[src/hdl/utf8wd_pkg.sv]
`default_nettype none
// ----------------------------------------------------------------------------
// utf8wd_pkg
// Shared types and constants for the utf-8 window decoder.
// ----------------------------------------------------------------------------
package utf8wd_pkg;

  localparam int unsigned BYTE_W  = 8;
  localparam int unsigned AVAIL_W = 3;
  localparam int unsigned CP_W    = 21;
  localparam int unsigned USED_W  = 3;

  // lead byte ranges
  localparam logic [BYTE_W-1:0] LEAD2_LO = 8'hC2;
  localparam logic [BYTE_W-1:0] LEAD2_HI = 8'hDF;
  localparam logic [BYTE_W-1:0] LEAD3_LO = 8'hE0;
  localparam logic [BYTE_W-1:0] LEAD3_HI = 8'hEF;
  localparam logic [BYTE_W-1:0] LEAD4_LO = 8'hF0;
  localparam logic [BYTE_W-1:0] LEAD4_HI = 8'hF4;

  // continuation bytes are 10xxxxxx
  localparam logic [1:0] CONT_TAG = 2'b10;

  localparam logic [CP_W-1:0] RPL_CODE = 21'h00FFFD;

  // bytes-used codes
  localparam logic [USED_W-1:0] USED_NONE = 3'd0;
  localparam logic [USED_W-1:0] USED_ONE  = 3'd1;
  localparam logic [USED_W-1:0] USED_TWO  = 3'd2;
  localparam logic [USED_W-1:0] USED_THREE = 3'd3;
  localparam logic [USED_W-1:0] USED_FOUR = 3'd4;

  typedef struct packed {
    logic [BYTE_W-1:0]  byte_first;
    logic [BYTE_W-1:0]  byte_second;
    logic [BYTE_W-1:0]  byte_third;
    logic [BYTE_W-1:0]  byte_fourth;
    logic [AVAIL_W-1:0] avail;
  } win_t;

  typedef struct packed {
    logic [CP_W-1:0]   code_point;
    logic [USED_W-1:0] consumed;
  } dec_res_t;

endpackage : utf8wd_pkg
`default_nettype wire

[src/hdl/utf8wd_decode.sv]
`default_nettype none
// ----------------------------------------------------------------------------
// utf8wd_decode
// Combinational decode of one utf-8 sequence from a four-byte window.
// ----------------------------------------------------------------------------
module utf8wd_decode (
  input  utf8wd_pkg::win_t     win,
  output utf8wd_pkg::dec_res_t res
);

  logic [utf8wd_pkg::BYTE_W-1:0] b0;
  logic [utf8wd_pkg::BYTE_W-1:0] b1;
  logic [utf8wd_pkg::BYTE_W-1:0] b2;
  logic [utf8wd_pkg::BYTE_W-1:0] b3;
  logic has1, has2, has3, has4;
  logic c1, c2, c3;
  logic lead2, lead3, lead4;

  assign b0 = win.byte_first;
  assign b1 = win.byte_second;
  assign b2 = win.byte_third;
  assign b3 = win.byte_fourth;

  // avail above four saturates
  assign has1 = (win.avail != '0);
  assign has2 = win.avail[2] | win.avail[1];
  assign has3 = win.avail[2] | (win.avail[1] & win.avail[0]);
  assign has4 = win.avail[2];

  assign c1 = (b1[7:6] == utf8wd_pkg::CONT_TAG);
  assign c2 = (b2[7:6] == utf8wd_pkg::CONT_TAG);
  assign c3 = (b3[7:6] == utf8wd_pkg::CONT_TAG);

  assign lead2 = (b0 >= utf8wd_pkg::LEAD2_LO) && (b0 <= utf8wd_pkg::LEAD2_HI);
  assign lead3 = (b0 >= utf8wd_pkg::LEAD3_LO) && (b0 <= utf8wd_pkg::LEAD3_HI);
  assign lead4 = (b0 >= utf8wd_pkg::LEAD4_LO) && (b0 <= utf8wd_pkg::LEAD4_HI);

  always_comb begin
    res.code_point = '0;
    res.consumed   = utf8wd_pkg::USED_NONE;
    if (!has1) begin
      res.code_point = '0;
      res.consumed   = utf8wd_pkg::USED_NONE;
    end else if (!b0[7]) begin
      res.code_point = {13'd0, b0};
      res.consumed   = utf8wd_pkg::USED_ONE;
    end else if (lead2) begin
      if (!has2) begin
        res.consumed = utf8wd_pkg::USED_NONE;
      end else if (!c1) begin
        res.code_point = utf8wd_pkg::RPL_CODE;
        res.consumed   = utf8wd_pkg::USED_ONE;
      end else begin
        res.code_point = {10'd0, b0[4:0], b1[5:0]};
        res.consumed   = utf8wd_pkg::USED_TWO;
      end
    end else if (lead3) begin
      if (!has3) begin
        res.consumed = utf8wd_pkg::USED_NONE;
      end else if (!(c1 && c2)) begin
        res.code_point = utf8wd_pkg::RPL_CODE;
        res.consumed   = utf8wd_pkg::USED_ONE;
      end else begin
        res.code_point = {5'd0, b0[3:0], b1[5:0], b2[5:0]};
        res.consumed   = utf8wd_pkg::USED_THREE;
      end
    end else if (lead4) begin
      if (!has4) begin
        res.consumed = utf8wd_pkg::USED_NONE;
      end else if (!(c1 && c2 && c3)) begin
        res.code_point = utf8wd_pkg::RPL_CODE;
        res.consumed   = utf8wd_pkg::USED_ONE;
      end else begin
        res.code_point = {b0[2:0], b1[5:0], b2[5:0], b3[5:0]};
        res.consumed   = utf8wd_pkg::USED_FOUR;
      end
    end else begin
      res.code_point = utf8wd_pkg::RPL_CODE;
      res.consumed   = utf8wd_pkg::USED_ONE;
    end
  end

endmodule : utf8wd_decode
`default_nettype wire

[src/hdl/utf8_window_decoder_unit.sv]
`default_nettype none
// ----------------------------------------------------------------------------
// utf8_window_decoder_unit
// Decodes one utf-8 sequence per transaction from a window of up to four bytes.
// ----------------------------------------------------------------------------
// One transaction in, one transaction out. The unit takes a new window every
// clock cycle and gives one result per cycle as long as the result side keeps
// out_ready high. A window is captured in an input register, decoded by short
// combinational logic and captured in the result register, which drives
// out_*. Each of the two registers takes new data when it is empty or when
// the stage after it hands its data on, so a stalled result blocks input
// only once both registers are full. consumed 0 means an empty window or a
// lead that needs more bytes than avail gives; a bad continuation or an
// invalid lead gives U+FFFD with consumed 1. Three- and four-byte overlong
// forms, surrogates and values above 10FFFF pass as decoded. Nothing is kept
// between transactions.
module utf8_window_decoder_unit (
  input  wire logic                              clk,
  input  wire logic                              rst_n,
  // window channel
  input  wire logic                              in_valid,
  output logic                                   in_ready,
  input  wire logic [utf8wd_pkg::BYTE_W-1:0]     in_byte_first,
  input  wire logic [utf8wd_pkg::BYTE_W-1:0]     in_byte_second,
  input  wire logic [utf8wd_pkg::BYTE_W-1:0]     in_byte_third,
  input  wire logic [utf8wd_pkg::BYTE_W-1:0]     in_byte_fourth,
  input  wire logic [utf8wd_pkg::AVAIL_W-1:0]    in_avail,
  // result channel
  output logic                                   out_valid,
  input  wire logic                              out_ready,
  output logic [utf8wd_pkg::CP_W-1:0]            out_code_point,
  output logic [utf8wd_pkg::USED_W-1:0]          out_consumed
);

  // input register stage
  logic                 win_vld_r, win_vld_nxt;
  utf8wd_pkg::win_t     win_r;
  // result register stage
  logic                 res_vld_r, res_vld_nxt;
  utf8wd_pkg::dec_res_t res_r;
  utf8wd_pkg::dec_res_t dec_res;

  logic res_load;   // result register takes the decoded window
  logic win_load;   // input register takes a new window

  // result stage is free when empty or when its transaction leaves now
  assign res_load = !res_vld_r || out_ready;
  // input stage is free when empty or when its window moves on now
  assign in_ready = !win_vld_r || res_load;
  assign win_load = in_valid && in_ready;

  utf8wd_decode u_decode (
    .win (win_r),
    .res (dec_res)
  );

  always_comb begin
    win_vld_nxt = win_vld_r;
    if (in_ready) begin
      win_vld_nxt = in_valid;
    end
    res_vld_nxt = res_vld_r;
    if (res_load) begin
      res_vld_nxt = win_vld_r;
    end
  end

  always_ff @(posedge clk) begin
    if (!rst_n) begin
      win_vld_r <= 1'b0;
      res_vld_r <= 1'b0;
    end else begin
      win_vld_r <= win_vld_nxt;
      res_vld_r <= res_vld_nxt;
    end
  end

  // payload registers, no reset
  always_ff @(posedge clk) begin
    if (win_load) begin
      win_r.byte_first  <= in_byte_first;
      win_r.byte_second <= in_byte_second;
      win_r.byte_third  <= in_byte_third;
      win_r.byte_fourth <= in_byte_fourth;
      win_r.avail       <= in_avail;
    end
    if (res_load && win_vld_r) begin
      res_r <= dec_res;
    end
  end

  assign out_valid      = res_vld_r;
  assign out_code_point = res_r.code_point;
  assign out_consumed   = res_r.consumed;

  // a stalled result leaves a full input stage full
  a_win_hold: assert property (@(posedge clk) disable iff (!rst_n)
    win_vld_r && res_vld_r && !out_ready |=> win_vld_r)
    else $error("input stage lost a window while the result stalled");

  // a window held behind a stalled result keeps its bytes
  a_win_stable: assert property (@(posedge clk) disable iff (!rst_n)
    win_vld_r && res_vld_r && !out_ready |=> $stable(win_r))
    else $error("input stage changed while the result stalled");

  // no bytes consumed means no code point
  a_zero_cp: assert property (@(posedge clk) disable iff (!rst_n)
    out_valid && (out_consumed == utf8wd_pkg::USED_NONE) |-> (out_code_point == '0))
    else $error("code point not zero with nothing consumed");

  // one byte consumed is ascii or the replacement
  a_one_byte: assert property (@(posedge clk) disable iff (!rst_n)
    out_valid && (out_consumed == utf8wd_pkg::USED_ONE)
      |-> (out_code_point < 21'h80) || (out_code_point == utf8wd_pkg::RPL_CODE))
    else $error("single-byte result out of range");

  // two-byte results fit in eleven bits and consumed never exceeds four
  a_two_byte: assert property (@(posedge clk) disable iff (!rst_n)
    out_valid |-> (out_consumed <= utf8wd_pkg::USED_FOUR) &&
      ((out_consumed != utf8wd_pkg::USED_TWO) || (out_code_point < 21'h800)))
    else $error("consumed count or two-byte value out of range");

endmodule : utf8_window_decoder_unit
`default_nettype wire

[config.mk]
export PLATFORM = sky130hd
export DESIGN_NAME = utf8_window_decoder_unit
export DESIGN_NICKNAME = d
export VERILOG_FILES = /design/src/hdl/utf8wd_pkg.sv /design/src/hdl/utf8wd_decode.sv /design/src/hdl/utf8_window_decoder_unit.sv
export SDC_FILE = /design/constraint.sdc
export NUM_CORES = 1
export LEC_CHECK = 0
export ABC_AREA = 1
export BUFFER_PORTS_ARGS = -buffer_cell sky130_fd_sc_hd__buf_2
export CORE_AREA = 2 2 101 128
export CTS_CLUSTER_SIZE = 28
export DETAILED_ROUTE_END_ITERATION = 12
export DIE_AREA = 0 0 103 130
export PLACE_DENSITY_LB_ADDON = 0.08
export SYNTH_ARGS = -nofsm -noshare
export SYNTH_HDL_FRONTEND = slang
export SYNTH_SLANG_ARGS = --single-unit
export TNS_END_PERCENT = 100
[constraint.sdc]
create_clock -name clk -period 2.3 [get_ports clk]
set_clock_uncertainty 0.15 [all_clocks]
set_input_delay 0.23 -clock clk [delete_from_list [all_inputs] [get_ports clk]]
set_output_delay 0.23 -clock clk [all_outputs]
set_load 0.02 [all_outputs]
==> results.cfg, run 1 <==
[status]
status = completed

[timing]
post-route-period-util_pct = 89.1
finalHoldViolations = 0
drv_slew = 0
fin_setup_tns_ns = 0
rsz0062_at_grt = no
fmax_mhz = 488
final.min_clock_period_ns = 2.05
finalSetupViolations = 0
worstMarginPinSlew_ns = 0.472
slew_headroom_pct = 68.6

[critical_path]
worst_setup_path_start_kind = flip-flop
r2r_slack_ns = 0.25
cp_max_fo = 10
r2r_end = out_code_point[1]
ff2ff_path_depth = 6
r2r_start = win_r[2]
required_ns = 2.23
critical_path_class = reg -> reg
crit_path_end_kind = flip-flop
crit_arrival_ns = 1.98

[clock_network]
cts_setup_buffers = 0
clockRootBuffer = clkbuf_16
cts_tree = built
clkTransAtPathRegs_ns = 0.05
clk_latency_ns = 0.33
cts_htree_levels = 3
clockBufferDepth = 2
cts_sinks = 61
numCtsBuffers = 9

[synthesis]
syn_area_per_cell_um2 = 11.0
yosys_warnings = 0
syn_area_um2 = 3000
syn_nets = 311
synthCells = 272
yosys_register_bits = 61
synth_cell_type_count = 25
yosysSeqAreaShare_pct = 60.5

[floorplan]
io-pin-count = 65
start_util_pct = 24.3
die_w_um = 103
placementRows = 46
core_um2 = 12300
die_h_um = 130
die-area_um2 = 13400

[worst_hold_path]
min_from = in_valid
hold_path_depth = 3
min_to = win_vld_r
hold_path.class = in -> reg

[final_layout]
post-route-cell-area_um2 = 4140
seq_area_um2 = 1810
areaGrowthSynthToFinish_pct = 38.2
fillerInstances = 1303
multi_input_comb_area_um2 = 1030
diodes = 0
fin_nets = 421
drive_above_1_share_pct = 33.1

[route]
wl_per_cell_um = 13.5
vias = 2302
firstDrtPassIters = 4
drt_iter0_drc = 95
antenna_left = 0
wl_um = 7510
drc = 0
viasPerCell = 4.15

[power]
ir_worst_vdd_uv = 287
power_density_nw_per_um2 = 683
power.leakage_uw = 0.00175

[grt]
grt_usage_pct = 12.3
grt_overflow = 0
grt_pass1_wl_um = 12100
antenna_found_initial = 0
grt_pass1_vias = 2285
grt_max_degree = 36

[job]
maxCapViolCount = 0

[placement]
dpl_cell_area_um2 = 3530
port_buffers = 64
dp_hpwl_um = 5580
gp_congestion = 0.810
[worst max path at each step]
stage	cells past startpoint	startpoint	to	slack, ns
finish	6	win_r[2]	out_code_point[1]	0.25
floorplan	1	out_valid	out_code_point[0]	0.1
global placement	6	win_r[2]	out_code_point[1]	0.20
global route	6	win_r[2]	out_code_point[1]	0.06
detailed placement	6	win_r[2]	out_code_point[1]	0.20
CTS	6	win_r[2]	out_code_point[1]	0.19
[cell type report]
cell class	instances	area share, %
clock buffers	13	5.80
clock inverters	3	0.302
inverters	26	2.36
multi-input cells	178	24.8
flip-flops and latches	61	43.8
well taps	168	5.08
repair buffers	106	17.8
[worst max-delay path, stage by stage (launching register included)]
cell	delay, ns
edfxtp_1	0.58
nor2_2	0.29
inv_2	0.11
nor2_2	0.37
nor3_1	0.13
nor2_1	0.12
nand2_1	0.05
[cell usage after synthesis]
| cell type | n | area (um2) |
|---|---|---|
| buf_12 | 1 | 20.0 |
| nor2_4 | 3 | 33.8 |
| o21ai_0 | 1 | 5.00 |
| a21oi_2 | 3 | 26.3 |
| nand2_1 | 56 | 210 |
| and3b_1 | 1 | 8.76 |
| inv_2 | 8 | 30.0 |
| a21oi_1 | 17 | 85.1 |
| nand2_2 | 7 | 43.8 |
| o21bai_2 | 6 | 67.6 |
| nand2_4 | 5 | 56.3 |
| nand3b_1 | 6 | 45.0 |
| nor2_2 | 4 | 25.0 |
| buf_4 | 2 | 15.0 |
| dfxtp_1 | 2 | 40.0 |
| o21ai_1 | 16 | 80.1 |
| nor2_8 | 3 | 60.1 |
| nor2_1 | 10 | 37.5 |
| inv_1 | 18 | 67.6 |
| edfxtp_1 | 59 | 1770 |
| nand3_1 | 30 | 150 |
| nand3_2 | 8 | 80.1 |
| buf_2 | 3 | 15.0 |
| buf_6 | 1 | 11.3 |
| nor3_1 | 2 | 10.0 |
[cell usage in the layout, fill, tap and decap left out, types with 7 or more instances in the layout]
cell and instances:
a21oi_1 16, clkbuf_16 9, edfxtp_1 59, nand3_2 8, nand3_1 30, dlygate4sd3_1 36
nand2_2 7, inv_1 18, nand2_1 56, o21ai_1 16, buf_2 64, inv_2 8
nor2_1 10
[per-stage QoR]
stage	total power, uW	utilization [%]	hold WS (ns)	setup WS, ns	cells
after floorplan	1530	-	0.179	0.0974	272
after global placement	1650	28.6	0.257	0.200	503
after detailed placement	1650	28.6	0.258	0.197	503
after CTS	2870	33.6	0.0138	0.193	555
after global routing	2950	33.6	0.0426	0.0628	555
final	2830	33.6	0.0265	0.251	555
[metal layers]
metal / part of all wire, % / vias up / GRT usage (%)
li1: - / 1162 / -
met1: 44 / 1058 / 15.1
met2: 49 / 69 / 19.6
met3: 5.2 / 13 / 3.70
met4: 1.9 / 0 / 5.96
met5: 0 / - / 0
[cell families (layout without fill, tap and decap cells)]
kind of cell | after synthesis | in the layout | synth area share (%)
compound gates | 43 | 43 | 8.81
simple gates | 135 | 135 | 25.4
flops | 61 | 61 | 60.5
buf+inv | 33 | 148 | 5.30
[power by group]
group / internal (uW) / leakage [uW] / switching (uW) / total (uW)
combinational: 145 / 0.00104 / 192 / 337
clock: 719 / 0.000123 / 439 / 1160
sequential: 1290 / 0.000592 / 36.6 / 1330
total: 2160 / 0.00175 / 668 / 2830
[flip-flops by register name (all words and copies together), names as in the netlist]
register	cells
out_consumed	3
win_r	35
out_code_point	21
out_valid	1
win_vld_r	1
[timing repair]
action | 4_1_cts | 5_1_grt
endpoints found under the hold margin | 37 | 0
resized for setup | 0 | 0
hold buffers | 36 | 0
No activity file was read; power rests on OpenSTA's default activity.
==> inputs of run 2 (changes only) <==
- clock period: 2.3 -> 1.95 ns (I/O delays scaled with it)
==> results.cfg, run 2 (synthesis gave the netlist of run 1 again) <==
[route]
drc = 0
wl_um = 7570
vias = 2327
firstDrtPassIters = 4
antenna_left = 0
viasPerCell = 4.10
wl_per_cell_um = 13.4
drt_iter0_drc = 103

[final_layout]
largest_register_ff_count = 35
fin_cells = 567
areaGrowthSynthToFinish_pct = 43.5
top_register = win_r
drive_above_1_share_pct = 36.8
final_util_pct = 34.9
final_common_cell = buf_2
diodes = 0
fin_nets = 433
final_cell_mix = buf_2 (64), edfxtp_1 (59), nand2_1 (56), dlygate4sd3_1 (37), nand3_1 (29)
post-route-cell-area_um2 = 4300

[floorplan]
die-area_um2 = 13400
io-pin-count = 65
die_w_um = 103
placementRows = 46
core_um2 = 12300
start_util_pct = 24.3
die_h_um = 130

[timing]
final.min_clock_period_ns = 1.84
holdWs_ns = 0.0389
worstMarginPinSlew_ns = 0.318
fmax_mhz = 544
post-route-period-util_pct = 94.3
finalSetupViolations = 0
drv_slew = 0
rsz0062_at_grt = yes
finalHoldViolations = 0
slew_headroom_pct = 78.8

[critical_path]
crit_path_end_kind = flip-flop
required_ns = 1.97
cp_max_fo = 18
worst_setup_path_start_kind = flip-flop
r2r_start = win_r[31]
crit_arrival_ns = 1.86
critical_path_class = reg -> reg
startpoint = win_r[31]
ff2ff_path_depth = 8

[status]
status = completed

[clock_network]
clk_latency_ns = 0.33
numCtsBuffers = 9
cts_sinks = 61
cts_tree = built
clockRootBuffer = clkbuf_16
clkTransAtPathRegs_ns = 0.05
clockBufferDepth = 2
cts_resized = 0
cts_htree_levels = 3

[power]
ir_worst_vdd_uv = 348
power.leakage_uw = 0.00184
share_comb_of_total_power_pct = 11.7
power_density_nw_per_um2 = 838
netSwitchingFraction_pct = 22.4
switchingPower_uw = 808
p_int_uw = 2800
seqPwrFrac_pct = 43.3
power_frac_clock_pct = 44.9

[worst_hold_path]
min_from = in_valid
hold_path_depth = 3
hold_path.class = in -> reg

[job]
maxCapViolCount = 0

[grt]
grt_max_degree = 29
grt_overflow = 0
grt_pass1_vias = 2344
antenna_found_initial = 0
grt_usage_pct = 12.3
grt_pass1_wl_um = 12100

[placement]
port_buffers = 64
gp_congestion = 0.800
dp_cells = 512
dp_hpwl_um = 5880
dpl_cell_area_um2 = 3600
[run 2: final timing paths]
path / end / slack [ns]
max: out_code_point[3] / 0.11
min: win_vld_r / 0.04
max reg2reg: out_code_point[3] / 0.11
min reg2reg: win_vld_r / 0.35
[run 2: power by group through the flow]
stage	combinational (uW)	sequential, uW	clock [uW]
2_1_floorplan	197	1610	0
3_3_place_gp	368	1590	0
3_5_place_dp	368	1590	0
4_1_cts	425	1560	1690
5_1_grt	471	1570	1730
6_report	423	1560	1620
[run 2: worst max-delay path, cell delays in order (launching register included)]
cell and delay (ns):
edfxtp_1 0.43, buf_4 0.18, nor2_4 0.11, nand2_4 0.11, nor2_8 0.28, nand2_2 0.09
nand3_2 0.09, o21bai_2 0.06, a21oi_1 0.16
[run 2: through the flow]
stage | TNS [ns] | total power [uW] | worst slack (ns)
detailed placement | 0 | 1960 | 0.0285
floorplan | 0 | 1810 | 0.0476
global route | -0.00526 | 3770 | -0.00442
CTS | 0 | 3680 | 0.0217
global placement | 0 | 1960 | 0.0216
finish | 0 | 3600 | 0.111
[run 2: what timing repair did]
item,CTS,global route
endpoints found under the hold margin,37,0
buffers inserted,0,2
hold buffers,37,0
setup endpoints to repair,0,16
[run 2: final cells by class]
class                      count  area (um2)
multi-input combinational    178        1030
clock buffer                  12         267
sequential                    61        1810
fill                        1305        8020
inverter                      26         101
tap                          168         210
clock inverter                 4        45.0
timing repair buffer         118         831
[run 2: layer usage]
layer / GRT usage (%) / share of wire [%]
met1: 15.0 / 42
met2: 20.3 / 51
met3: 3.11 / 4.5
met4: 5.88 / 2.1
met5: 0 / 0
==> inputs of run 3 (changes only) <==
- clock period: 1.95 -> 2.28 ns (I/O delays scaled with it)
==> results.cfg, run 3 (synthesis gave the netlist of run 1 again) <==
[clock_network]
cts_tree = built
clockBufferDepth = 2
cts_sinks = 61
clkTransAtPathRegs_ns = 0.05
cts_htree_levels = 3
numCtsBuffers = 9
clockRootBuffer = clkbuf_16
clk_latency_ns = 0.33
cts_setup_buffers = 0

[timing]
final.min_clock_period_ns = 1.91
fmax_mhz = 523
slew_headroom_pct = 68.4
finalSetupViolations = 0
finalHoldViolations = 0
fin_setup_tns_ns = 0
rsz0062_at_grt = no
worstMarginPinSlew_ns = 0.473
holdWs_ns = 0.0261
drv_slew = 0
post-route-period-util_pct = 83.9

[grt]
grt_overflow = 0
antenna_found_initial = 0
grt_pass1_wl_um = 12000
grt_pass1_vias = 2291
grt_max_degree = 36
grt_usage_pct = 12.2

[critical_path]
crit_arrival_ns = 1.83
startpoint = win_r[17]
crit_path_end_kind = flip-flop
r2r_start = win_r[17]
required_ns = 2.20
critical_path_class = reg -> reg
worst_setup_path_start_kind = flip-flop
cp_max_fo = 16

[final_layout]
final_cell_mix = buf_2 (64), edfxtp_1 (59), nand2_1 (56), dlygate4sd3_1 (36), nand3_1 (30)
areaGrowthSynthToFinish_pct = 39.2
diodes = 0
fillerInstances = 1304
top_register = win_r
final_common_cell = buf_2
multi_input_comb_area_um2 = 1030
fin_nets = 421
seq_area_um2 = 1810
drive_above_1_share_pct = 33.9
largest_register_ff_count = 35

[floorplan]
io-pin-count = 65
placementRows = 46
start_util_pct = 24.3
die-area_um2 = 13400
core_um2 = 12300
die_w_um = 103
die_h_um = 130

[power]
power.leakage_uw = 0.00177
power_density_nw_per_um2 = 708
ir_worst_vdd_uv = 361

[job]
maxCapViolCount = 0

[route]
wl_um = 7590
highest_layer = met4
drt_iter0_drc = 84
wl_per_cell_um = 13.7
met1_length_um = 3410
antenna_left = 0
dr_wl_met2_um = 3670
vias = 2319
met3WireLength_um = 372
viasPerCell = 4.18
drc = 0
firstDrtPassIters = 4

[status]
status = completed

[worst_hold_path]
min_from = in_valid
hold_path.class = in -> reg

[placement]
dp_hpwl_um = 5690
port_buffers = 64
gp_congestion = 0.861
run 3: cell types whose count changed in the layout (fill, tap and decap cells not counted):
cell and change:
clkinvlp_4 -1, clkbuf_1 +3, clkinv_2 -2, nand3_1 +1
dlygate4sd3_1 -1, nand3_2 -1, bufinv_16 -1, inv_1 +1
buf_4 -11
run 3: power breakdown:
group | internal [uW] | switching (uW) | leakage [uW]
logic | 146 | 196 | 0.00104
registers | 1300 | 35.9 | 0.000592
clock network | 822 | 447 | 0.000140
run 3: final timing paths:
check / endpoint / slack (ns) / cells past startpoint
worst max-delay path: out_code_point[8] / 0.37 / 6
worst min-delay path: win_vld_r / 0.03 / 3
worst max register to register: out_code_point[8] / 0.37 / 6
worst min register to register: out_valid / 0.35 / 2
run 3: layout make-up:
| type | count | share of cell area [%] |
|---|---|---|
| inverter | 26 | 2.34 |
| clock buffer | 15 | 6.66 |
| clock inverter | 1 | 0.120 |
| tap | 168 | 5.04 |
| multi-input combinational | 178 | 24.7 |
| timing repair buffer | 106 | 17.7 |
| sequential | 61 | 43.5 |
run 3: what timing repair did:
item,in CTS,in global routing
hold buffers,36,0
endpoints found under the hold margin,37,0
resized for setup,0,0
run 3: layer usage:
| metal | track usage (%) | vias to the layer above |
|---|---|---|
| met5 | 0 | - |
| met4 | 5.11 | 0 |
| met3 | 3.32 | 6 |
| met2 | 19.9 | 57 |
| met1 | 15.2 | 1089 |
| li1 | - | 1167 |
run 3: metrics by stage:
stage	utilization, %	instance area (um2)	setup slack, ns	instances	total power (uW)
finish	33.8	4170	0.367	555	2950
global route	33.8	4170	0.219	555	3080
CTS	33.8	4170	0.346	555	3000
detailed placement	28.6	3530	0.357	503	1660
global placement	28.6	3530	0.331	503	1660
floorplan	-	3000	0.0774	272	1540
run 3: critical path, stage by stage (launching register included):
cell,delay (ns)
edfxtp_1,0.40
nor2_2,0.39
nand3_2,0.18
nand2_4,0.11
nand2_4,0.14
o21ai_1,0.19
a21oi_1,0.09
